[src/rtl/core/kufe_pkg.sv]
`timescale 1ns / 1ps
// ----------------------------------------------------------------------------
// kufe_pkg - shared definitions for the union-find spanning tree engine
// Field widths, action codes, store constants and the result record.
// ----------------------------------------------------------------------------
package kufe_pkg;

    // Field widths
    localparam int unsigned VERTEX_W = 10;
    localparam int unsigned WEIGHT_W = 32;
    localparam int unsigned TOTAL_W  = 64;
    localparam int unsigned COUNT_W  = 10;
    localparam int unsigned SIZE_W   = 11;

    // Default number of vertex entries in the stores
    localparam int unsigned MAX_VERTICES_DEF = 1024;

    // Register reset value
    localparam logic [VERTEX_W-1:0] VCOUNT_RESET = VERTEX_W'(1023);

    // Component size constants
    localparam logic [SIZE_W-1:0] SIZE_ONE = SIZE_W'(1);
    localparam logic [SIZE_W-1:0] SIZE_SAT = SIZE_W'(2047);

    // Action codes
    localparam logic ACTION_BEGIN = 1'b0;
    localparam logic ACTION_EDGE  = 1'b1;

    // One result record
    typedef struct packed {
        logic               taken;
        logic [TOTAL_W-1:0] weight;
        logic [COUNT_W-1:0] edges;
        logic               bad;
    } result_t;

endpackage

[src/rtl/core/kufe_cmp.sv]
`timescale 1ns / 1ps
// ----------------------------------------------------------------------------
// kufe_cmp - shared compare unit
// Equality and unsigned less-than on one operand pair per cycle.
// ----------------------------------------------------------------------------
module kufe_cmp #(
    parameter int unsigned W = 11
) (
    input  logic [W-1:0] op_a,
    input  logic [W-1:0] op_b,
    output logic         eq,
    output logic         lt
);

    // Compare the selected operands
    assign eq = (op_a == op_b);
    assign lt = (op_a <  op_b);

endmodule

[src/rtl/core/kufe_ctrl.sv]
`timescale 1ns / 1ps
// ----------------------------------------------------------------------------
// kufe_ctrl - union-find sequencer
// Walks root paths, compresses them and joins sets by size through one shared
// compare unit, and sweeps the stores on reset and on begin.
// ----------------------------------------------------------------------------
module kufe_ctrl #(
    parameter int unsigned MAX_VERTICES = kufe_pkg::MAX_VERTICES_DEF,
    parameter int unsigned AW           = $clog2(MAX_VERTICES)
) (
    input  logic                                clk,
    input  logic                                rst_n,
    input  logic                                start,
    input  logic                                action,
    input  logic signed [kufe_pkg::WEIGHT_W-1:0] edge_weight,
    input  logic [kufe_pkg::VERTEX_W-1:0]       first_vertex,
    input  logic [kufe_pkg::VERTEX_W-1:0]       second_vertex,
    input  logic                                cfg_we,
    input  logic [kufe_pkg::VERTEX_W-1:0]       cfg_data,
    output logic                                busy,
    output logic                                done,
    output kufe_pkg::result_t                   res,
    output logic [AW-1:0]                       par_rd_addr,
    input  logic [AW-1:0]                       par_rd_data,
    output logic                                par_wr_en,
    output logic [AW-1:0]                       par_wr_addr,
    output logic [AW-1:0]                       par_wr_data,
    output logic [AW-1:0]                       size_rd_addr,
    input  logic [kufe_pkg::SIZE_W-1:0]         size_rd_data,
    output logic                                size_wr_en,
    output logic [AW-1:0]                       size_wr_addr,
    output logic [kufe_pkg::SIZE_W-1:0]         size_wr_data
);

    import kufe_pkg::*;

    localparam int unsigned XW = (AW > VERTEX_W) ? AW : VERTEX_W;
    localparam int unsigned CW = (AW > SIZE_W) ? AW : SIZE_W;

    typedef enum logic [7:0] {
        S_IDLE  = 8'b0000_0001,
        S_CLEAR = 8'b0000_0010,
        S_FIND  = 8'b0000_0100,
        S_CHK   = 8'b0000_1000,
        S_COMP  = 8'b0001_0000,
        S_JOIN  = 8'b0010_0000,
        S_SZ_A  = 8'b0100_0000,
        S_SZ_B  = 8'b1000_0000
    } state_t;

    state_t                state_reg,  state_next;
    logic [AW-1:0]         cnt_reg,    cnt_next;
    logic [AW-1:0]         last_reg,   last_next;
    logic                  clr_res_reg, clr_res_next;
    logic [AW-1:0]         vtx_reg,    vtx_next;
    logic [AW-1:0]         root_reg,   root_next;
    logic [AW-1:0]         cur_reg,    cur_next;
    logic [AW-1:0]         second_reg, second_next;
    logic [AW-1:0]         x_reg,      x_next;
    logic [SIZE_W-1:0]     sx_reg,     sx_next;
    logic                  phase_reg,  phase_next;
    logic [WEIGHT_W-1:0]   weight_reg, weight_next;
    logic [TOTAL_W-1:0]    total_reg,  total_next;
    logic [COUNT_W-1:0]    count_reg,  count_next;
    logic [VERTEX_W-1:0]   vcount_reg, vcount_next;
    logic                  done_reg,   done_next;
    result_t               res_reg,    res_next;

    logic [XW-1:0]         vc_x;
    logic [XW-1:0]         max_x;
    logic [XW-1:0]         lim_x;
    logic [XW-1:0]         a_x;
    logic [XW-1:0]         b_x;
    logic [AW-1:0]         lim_aw;
    logic [AW-1:0]         a_aw;
    logic [AW-1:0]         b_aw;
    logic                  bad;

    logic [CW-1:0]         cmp_a;
    logic [CW-1:0]         cmp_b;
    logic                  cmp_eq;
    logic                  cmp_lt;

    logic [AW-1:0]         big_idx;
    logic [AW-1:0]         small_idx;
    logic [SIZE_W:0]       size_sum;
    logic [SIZE_W-1:0]     size_sat;
    logic [TOTAL_W-1:0]    weight_ext;
    logic [TOTAL_W-1:0]    total_sum;
    logic [COUNT_W-1:0]    count_inc;
    logic                  find_done;

    // Clamp the vertex limit and range-check the endpoints
    assign vc_x   = XW'(vcount_reg);
    assign max_x  = XW'(MAX_VERTICES - 1);
    assign lim_x  = (vc_x > max_x) ? max_x : vc_x;
    assign a_x    = XW'(first_vertex);
    assign b_x    = XW'(second_vertex);
    assign lim_aw = lim_x[AW-1:0];
    assign a_aw   = a_x[AW-1:0];
    assign b_aw   = b_x[AW-1:0];
    assign bad    = (a_x > lim_x) || (b_x > lim_x);

    // Select operands for the shared compare unit
    always_comb
    begin
        cmp_a = '0;
        cmp_b = '0;
        case (state_reg)
            S_FIND:
            begin
                cmp_a = CW'(par_rd_data);
                cmp_b = CW'(root_reg);
            end
            S_CHK:
            begin
                cmp_a = CW'(vtx_reg);
                cmp_b = CW'(root_reg);
            end
            S_COMP:
            begin
                cmp_a = CW'(par_rd_data);
                cmp_b = CW'(root_reg);
            end
            S_JOIN:
            begin
                cmp_a = CW'(x_reg);
                cmp_b = CW'(root_reg);
            end
            S_SZ_B:
            begin
                cmp_a = CW'(sx_reg);
                cmp_b = CW'(size_rd_data);
            end
            default:
            begin
                cmp_a = '0;
                cmp_b = '0;
            end
        endcase
    end

    kufe_cmp #(
        .W (CW)
    ) u_cmp (
        .op_a (cmp_a),
        .op_b (cmp_b),
        .eq   (cmp_eq),
        .lt   (cmp_lt)
    );

    // Union by size: the smaller set goes under the larger root
    assign big_idx    = cmp_lt ? root_reg : x_reg;
    assign small_idx  = cmp_lt ? x_reg : root_reg;
    assign size_sum   = {1'b0, sx_reg} + {1'b0, size_rd_data};
    assign size_sat   = size_sum[SIZE_W] ? SIZE_SAT : size_sum[SIZE_W-1:0];
    assign weight_ext = {{(TOTAL_W - WEIGHT_W){weight_reg[WEIGHT_W-1]}}, weight_reg};
    assign total_sum  = total_reg + weight_ext;
    assign count_inc  = count_reg + 1'b1;

    // Sequencer
    always_comb
    begin
        state_next   = state_reg;
        cnt_next     = cnt_reg;
        last_next    = last_reg;
        clr_res_next = clr_res_reg;
        vtx_next     = vtx_reg;
        root_next    = root_reg;
        cur_next     = cur_reg;
        second_next  = second_reg;
        x_next       = x_reg;
        sx_next      = sx_reg;
        phase_next   = phase_reg;
        weight_next  = weight_reg;
        total_next   = total_reg;
        count_next   = count_reg;
        vcount_next  = vcount_reg;
        done_next    = 1'b0;
        res_next     = res_reg;
        par_rd_addr  = '0;
        par_wr_en    = 1'b0;
        par_wr_addr  = '0;
        par_wr_data  = '0;
        size_rd_addr = '0;
        size_wr_en   = 1'b0;
        size_wr_addr = '0;
        size_wr_data = '0;
        find_done    = 1'b0;

        // Take a register write
        if (cfg_we)
        begin
            vcount_next = cfg_data;
        end

        case (state_reg)
            S_IDLE:
            begin
                if (start)
                begin
                    if (action == ACTION_BEGIN)
                    begin
                        last_next    = lim_aw;
                        cnt_next     = '0;
                        total_next   = '0;
                        count_next   = '0;
                        clr_res_next = 1'b1;
                        state_next   = S_CLEAR;
                    end
                    else if (bad)
                    begin
                        done_next = 1'b1;
                        res_next  = '{taken: 1'b0, weight: total_reg,
                                      edges: count_reg, bad: 1'b1};
                    end
                    else
                    begin
                        vtx_next    = a_aw;
                        root_next   = a_aw;
                        second_next = b_aw;
                        weight_next = edge_weight;
                        phase_next  = 1'b0;
                        par_rd_addr = a_aw;
                        state_next  = S_FIND;
                    end
                end
            end

            // Sweep entries back to single-vertex sets
            S_CLEAR:
            begin
                par_wr_en    = 1'b1;
                par_wr_addr  = cnt_reg;
                par_wr_data  = cnt_reg;
                size_wr_en   = 1'b1;
                size_wr_addr = cnt_reg;
                size_wr_data = SIZE_ONE;
                if (cnt_reg == last_reg)
                begin
                    state_next   = S_IDLE;
                    clr_res_next = 1'b0;
                    if (clr_res_reg)
                    begin
                        done_next = 1'b1;
                        res_next  = '0;
                    end
                end
                else
                begin
                    cnt_next = cnt_reg + 1'b1;
                end
            end

            // Follow parent links to the root, one read per step
            S_FIND:
            begin
                if (cmp_eq)
                begin
                    state_next = S_CHK;
                end
                else
                begin
                    root_next   = par_rd_data;
                    par_rd_addr = par_rd_data;
                end
            end

            // Start compression unless the vertex is its own root
            S_CHK:
            begin
                if (cmp_eq)
                begin
                    find_done = 1'b1;
                end
                else
                begin
                    cur_next    = vtx_reg;
                    par_rd_addr = vtx_reg;
                    state_next  = S_COMP;
                end
            end

            // Point each node on the path at the root
            S_COMP:
            begin
                par_wr_en   = 1'b1;
                par_wr_addr = cur_reg;
                par_wr_data = root_reg;
                if (cmp_eq)
                begin
                    find_done = 1'b1;
                end
                else
                begin
                    cur_next    = par_rd_data;
                    par_rd_addr = par_rd_data;
                end
            end

            // Same tree: report without a change; else read the first root's size
            S_JOIN:
            begin
                if (cmp_eq)
                begin
                    done_next  = 1'b1;
                    res_next   = '{taken: 1'b0, weight: total_reg,
                                   edges: count_reg, bad: 1'b0};
                    state_next = S_IDLE;
                end
                else
                begin
                    size_rd_addr = x_reg;
                    state_next   = S_SZ_A;
                end
            end

            S_SZ_A:
            begin
                sx_next      = size_rd_data;
                size_rd_addr = root_reg;
                state_next   = S_SZ_B;
            end

            // Join the sets and update the totals
            S_SZ_B:
            begin
                par_wr_en    = 1'b1;
                par_wr_addr  = small_idx;
                par_wr_data  = big_idx;
                size_wr_en   = 1'b1;
                size_wr_addr = big_idx;
                size_wr_data = size_sat;
                total_next   = total_sum;
                count_next   = count_inc;
                done_next    = 1'b1;
                res_next     = '{taken: 1'b1, weight: total_sum,
                                 edges: count_inc, bad: 1'b0};
                state_next   = S_IDLE;
            end

            default:
            begin
                state_next = S_IDLE;
            end
        endcase

        // Advance from the first endpoint to the second, then to the join
        if (find_done)
        begin
            if (!phase_reg)
            begin
                x_next      = root_reg;
                phase_next  = 1'b1;
                vtx_next    = second_reg;
                root_next   = second_reg;
                par_rd_addr = second_reg;
                state_next  = S_FIND;
            end
            else
            begin
                state_next = S_JOIN;
            end
        end
    end

    // Control state
    always_ff @(posedge clk or negedge rst_n)
    begin
        if (!rst_n)
        begin
            state_reg   <= S_CLEAR;
            cnt_reg     <= '0;
            last_reg    <= AW'(MAX_VERTICES - 1);
            clr_res_reg <= 1'b0;
            phase_reg   <= 1'b0;
            total_reg   <= '0;
            count_reg   <= '0;
            vcount_reg  <= VCOUNT_RESET;
            done_reg    <= 1'b0;
        end
        else
        begin
            state_reg   <= state_next;
            cnt_reg     <= cnt_next;
            last_reg    <= last_next;
            clr_res_reg <= clr_res_next;
            phase_reg   <= phase_next;
            total_reg   <= total_next;
            count_reg   <= count_next;
            vcount_reg  <= vcount_next;
            done_reg    <= done_next;
        end
    end

    // Payload registers
    always_ff @(posedge clk)
    begin
        vtx_reg    <= vtx_next;
        root_reg   <= root_next;
        cur_reg    <= cur_next;
        second_reg <= second_next;
        x_reg      <= x_next;
        sx_reg     <= sx_next;
        weight_reg <= weight_next;
        res_reg    <= res_next;
    end

    assign busy = (state_reg != S_IDLE);
    assign done = done_reg;
    assign res  = res_reg;

endmodule

[config.mk]
export PLATFORM = sky130hd
export DESIGN_NAME = kufe_ctrl
export DESIGN_NICKNAME = d
export VERILOG_FILES = /design/src/rtl/core/kufe_pkg.sv /design/src/rtl/core/kufe_cmp.sv /design/src/rtl/core/kufe_ctrl.sv
export SDC_FILE = /design/constraint.sdc
export NUM_CORES = 1
export LEC_CHECK = 0
export ABC_CLOCK_PERIOD_IN_PS = 9600
export CAP_MARGIN = 20
export CORE_MARGIN = 2
export CORE_UTILIZATION = 50
export DETAILED_ROUTE_END_ITERATION = 16
export DONT_BUFFER_PORTS = 1
export GPL_ROUTABILITY_DRIVEN = 0
export GPL_TIMING_DRIVEN = 0
export MAX_ROUTING_LAYER = met4
export PLACE_DENSITY = 0.65
export SYNTH_ARGS = -nofsm -noshare
export SYNTH_HDL_FRONTEND = slang
export SYNTH_HIERARCHICAL = 1
export SYNTH_SLANG_ARGS = --single-unit
[constraint.sdc]
create_clock -name clk -period 9.6 [get_ports clk]
set_input_delay 0.96 -clock clk [delete_from_list [all_inputs] [get_ports clk]]
set_output_delay 0.96 -clock clk [all_outputs]
set_load 0.05 [all_outputs]
# Word level (Yosys, flattened, before mapping)
# Index checks and enable logic that the tools add are counted.
word_totals:
  register_bits: 284
classes:
  add_sub_neg: 4
  order_cmp: 4
  n_eq_ne: 27
  mux: 81
  n_bitwise: 3
  n_reduce_logical: 19
ops:
  columns: ["operator", "n"]
  rows:
  - ["$mux 76", 6]
  - ["$pmux 76 s4", 1]
  - ["$mux 10", 28]
  - ["$mux 64", 2]
  - ["$pmux 64 s2", 1]
  - ["$pmux 10 s2", 6]
  - ["$pmux 10 s3", 3]
  - ["$add 64x64->64", 1]
  - ["$mux 8", 7]
  - ["$pmux 8 s7", 1]
  - ["$pmux 11 s2", 2]
  - ["$pmux 11 s4", 1]
  - ["$ne 2x2->1 const B", 11]
  - ["$add 10x1->10 const B", 2]
  - ["$gt 10x10->1", 2]
  - ["$mux 1", 18]
  - ["$add 11x11->12", 1]
  - ["$ne 3x3->1 const B", 4]
  - ["$reduce_and 4->1", 3]
  - ["$eq 11x11->1", 1]
  - ["$lt 11x11->1", 1]
  - ["$mux 11", 1]
  - ["$eq 10x10->1", 1]
  - ["$gt 10x10->1 const B", 1]
  - ["25 further kinds", 33]

# Longest topological paths before layout
logic_depth:
  ltp_word: 10
  mapped_depth: 19

# By module
# Netlist, hierarchy kept.
modules_own_cells:
  columns: ["mod", "n_inst", "cells_each", "area_per_inst_um2", "seq_area_each_um2"]
  rows:
  - ["kufe_ctrl", 1, 1734, 16584.7, 7778.7]
  - ["kufe_cmp", 1, 37, 271.5, 0.0]

# Least setup slack after synthesis
# No wires, ideal clock.
synth_timing:
  path_type: "input to register"
  start: "input port second_vertex[3] (netlist name)"
  end: "register res_reg, in the netlist res[0] (enable)"
  setup_ps: 615
  arrival_ps: 7256
  setup_slack_ps: 1729
  path_stages: 8
  n_path_buf: 0
  cell_sequence: "ha_1 > nand4_1 > nor2_1 > a211oi_1 > o21ai_0 > a22o_1 > nand2_1 > o21ai_0"
synth_between:
  elab_chain_len: 4
synth_lines:
  columns: ["element", "line_no", "source"]
  rows:
  - ["start, declared", "kufe_ctrl.sv:17", "input logic [kufe_pkg::VERTEX_W-1:0] second_vertex,"]
  - ["$gt 10x10->1", "kufe_ctrl.sv:102", "assign bad = (a_x > lim_x) || (b_x > lim_x);"]
  - ["$logic_or 1x1->1", "kufe_ctrl.sv:102", null]
  - ["$ne 2x2->1 (no line)", null, null]
  - ["$reduce_and 7->1 (no line)", null, null]
  - ["end signal, assigned", "kufe_ctrl.sv:406", "res_reg <= res_next;"]
  - ["end, declared", "kufe_ctrl.sv:67", "result_t res_reg, res_next;"]
# Every way passes these cells.
# A chain may end at the register's enable or synchronous reset.

# Worst setup path in the final report
layout_timing:
  start: "register state_reg[5]"
  end: "output port par_wr_addr[9]"
layout_between:
  elab_chain_len: 6
  word_cells_on_any_way: 13
  classes_between: "order compare (1); eq/ne (6); mux (4); reduce/logical (2)"
layout_lines:
  columns: ["element", "line_no", "source"]
  rows:
  - ["start, declared", "kufe_ctrl.sv:51", "state_t state_reg, state_next;"]
  - ["start signal, assigned", "kufe_ctrl.sv:384", "state_reg <= state_next;"]
  - ["$eq 8x5->1 / $eq 8x3->1 (equally long branches)", "kufe_ctrl.sv:109", "case (state_reg)"]
  - ["$reduce_or 2->1 (no line)", null, null]
  - ["$pmux 11 s4 (*)", "kufe_ctrl.sv:109", null]
  - ["via cmp_a[8]", "kufe_ctrl.sv:79", "logic [CW-1:0] cmp_a;"]
  - ["$lt 11x11->1 (*)", "kufe_cmp.sv:17", "assign lt = (op_a < op_b);"]
  - ["via cmp_lt", "kufe_ctrl.sv:82", "logic cmp_lt;"]
  - ["$mux 10 (*)", "kufe_ctrl.sv:154", "assign small_idx = cmp_lt ? x_reg : root_reg;"]
  - ["$pmux 10 s3 (*)", "kufe_ctrl.sv:197", "case (state_reg)"]
  - ["end, declared", "kufe_ctrl.sv:26", "output logic [AW-1:0] par_wr_addr,"]
# The timed path passes the listed nets; every way through them passes the cells marked *.

==> summary.md <==
| Metric | Value |
|---|---|
| Status | `complete, no violations` |
| Critical path fanouts, max | `10` |
| Setup Crit Path Kind | `reg2out` |
| CTS clk-pin slew, worst paths | `about 0.070 ns` |
| Post-CTS Setup Repair Bufs | `0` |
| DRC viols | `0` |
| TritonCTS clock tree | `built` |
| Synth Register Bits | `roughly 280` |
| DR vias | `between 10000 and 15000` |
| Die area | `between 30000 and 40000 µm²` |
| Mux cell area share after synthesis | `under 10%` |
| Syn Inst Count | `approximately 1800` |
| DRT iter0 DRCs | `approximately 1100` |
| Vias in the first global route | `approximately 14000` |
| Synth area leader | `edfxtp_1` |
| Initial antenna violation count | `3` |
| Grt total ovfl | `0` |
| Post-Syn Area | `16860 µm²` |
| Most frequent cells in the layout | `nand2_1 (381), edfxtp_1 (149), a21oi_1 (109)` |
| Synth Area in Compound Gates | `between 10% and 20%` |
| Clock buffer count from CTS | `31` |
| Sink Count | `between 200 and 300` |
| F_max | `0.1316 GHz` |
| Final hold violation count | `0` |
| Wire length per cell | `20.94 µm` |
| IO Pins | `229` |
| IO buf count | `0` |
| Commonest non-fill, non-tap cell in the layout | `nand2_1` |
| Largest net degree at the start of global routing | `116` |
| Slew @ Worst Pin | `about 1.2 ns` |
| Xor/xnor cell area share of the yosys netlist | `~4%` |
| Adder-cell share of the synthesized area | `slightly above 8%` |
| Starting Density | `between 50% and 60%` |
| Synth cell types | `76` |
| Number of hold buffers added after cts | `0` |
| First-pass GRT wire length | `75.03 mm` |
| Max reg flops | `76` |
| Deepest clock path buffer count | `3` |
| Fin cells | `between 2000 and 2500` |
| Yosys top cell area share | `26.54%` |
| Placeable Area | `33360 µm²` |
| Clock Root Buffer | `clkbuf_16` |
| Nature of the critical path startpoint | `flop` |
| PwrDens | `between 150 and 200 nW/µm²` |
| Clock skew | `around 0.021 ns` |
| Simple-gate share of the synthesized area | `16.47%` |
| Register area share after synthesis | `~46%` |
| Area Growth Syn to Fin | `11.23%` |
| Fin crit share | `about four fifths` |
| Layout cell share with drive strength beyond 1 | `8.410%` |
| Class of the worst hold path | `in2async` |
| Core Util, Final | `56.20%` |
| Fin crit period | `about 7.6 ns` |
| Final ANT Viol Nets | `0` |
| Routed WL | `roughly 48 mm` |
| Via density | `just under 6` |
| Largest family of logic cells by synthesized area | `compound AO/OA/AOI/OAI gates` |
| Peak VDD IR | `0.1633 mV` |
| CTS HTree Levels | `1` |
| Crit path required time | `around 8.6 ns` |
| GRT Overall Usage | `27.80%` |
| Post-synth EDFFs | `149` |
| Post-DP HPWL | `between 30 and 40 mm` |
| Synth warnings | `6` |
| Slew HR | `about a fifth` |
| Max-cap viol count | `0` |
| Fraction of registers with async set/reset | `40.49%` |
| Most common flop cell mapped by yosys | `edfxtp_1` |
| Syn nets | `1968` |
| Nets | `approximately 2000` |
| Lkg Pwr | `between 0.008 and 0.009 µW` |
| Setup violations, final | `0` |
| Skew-Pair Late Insertion Delay | `0.60 ns` |
| Dpl cells | `~2200` |
| Nature of the critical path endpoint | `primary output` |
| Crit path DAT | `6.64 ns` |
| CTS resizes | `0` |
| RSZ-0062 raised after global routing | `false` |
| Setup_tns | `0 ns` |
| Max-slew violations | `0` |
| Cell Rows | `67` |
| Detailed Routing Iterations Pass 1 | `6` |
| Syn avg cell area | `~9.5 µm²` |
| Die Width | `around 190 µm` |
| Overall power | `approximately 3500 µW` |
| Die height | `approximately 190 µm` |
| Synth top area cells | `edfxtp_1 (27%), dfrtp_1 (14%), nand2_1 (8.5%)` |
==> stage by stage <==
stage	area (µm²)	hold WS (ns)	worst slack [ns]
2_1_floorplan	16860	0.4495	1.729
3_3_place_gp	17420	0.4626	-1.137
3_5_place_dp	17660	0.4665	2.779
4_1_cts	18730	0.03790	2.117
5_1_grt	18750	0.04244	1.665
6_report	18750	0.07003	2.003
==> critical path, stage by stage (launching register included) <==
cell,delay [ns]
dfrtp_1,0.42
nor4_2,0.56
nand2_1,0.14
nor3b_2,0.56
nand2b_1,0.20
clkbuf_1,0.40
a22o_1,0.33
a221o_1,0.17
ha_1,0.26
a21o_1,0.17
a21o_1,0.18
a21oi_2,0.15
o21a_1,0.19
buf_1,0.57
buf_1,0.60
mux2i_1,0.17
o211ai_1,0.97
==> final cells by class <==
class,count,area (µm²)
Antenna cell,3,7.507
Buffer,96,387.9
Clock buffer,43,850.8
Clock inverter,15,217.7
Fill cell,3009,14620
Inverter,54,202.7
Multi-Input combinational cell,1337,8499
Sequential cell,284,7779
Tap cell,448,560.5
Timing Repair Buffer,26,244.0
==> logic make-up (layout without fill, tap and decap cells) <==
kind of cell	after synthesis	in the layout
xor+xnor	77	77
simple gates	627	627
fa+ha+maj	109	109
other cells	0	3
compound gates	481	481
flops	284	284
mux	43	43
buf+inv	150	234
==> metal layers <==
layer / up-vias / part of all wire, % / global-route usage [%]
met5: - / 0 / -
met4: 0 / 4.2 / 10.78
met3: 106 / 8.0 / 6.925
met2: 578 / 46 / 44.39
met1: 6585 / 42 / 34.04
li1: 6494 / - / -
==> Yosys cell counts (8+ instances only) <==
master / count
o21bai_1: 14
a22o_1: 49
or3_1: 8
edfxtp_1: 149
clkbuf_1: 73
o211ai_1: 14
xor2_1: 23
buf_2: 15
ha_1: 107
a21o_1: 66
a221o_1: 11
mux2_2: 22
nand2b_1: 11
mux2i_1: 21
and3_1: 11
nand4_1: 36
nor2b_1: 11
nor3_1: 10
xnor2_1: 54
a22oi_1: 12
nand3_1: 21
o21ai_0: 105
dfxtp_1: 20
a31oi_1: 25
nand2_1: 381
a211oi_1: 9
a21oi_1: 109
nor2_1: 93
dfstp_2: 21
o21ai_1: 16
dfrtp_1: 94
inv_1: 53
==> worst paths after layout <==
kind                             startpoint        endpoint  slack (ns)  depth (start not counted)
setup / recovery               state_reg[5]  par_wr_addr[9]        2.00                         16
hold / removal                        rst_n   total_reg[40]        0.07                          0
setup reg to reg               state_reg[7]      vtx_reg[3]        4.48                         18
hold reg to reg                 clr_res_reg     clr_res_reg        0.49                          1
max in group asynchronous             rst_n         vc_x[5]        9.24                          0
min in group clk           second_vertex[1]   second_reg[1]        0.45                          0
==> power breakdown <==
part | leakage, µW | internal (µW) | switching, µW
sequential | 0.00306 | 1450 | 240
combinational | 0.00477 | 217 | 379
clock | 0.000509 | 753 | 507
Power figures use the tool's default switching activity.
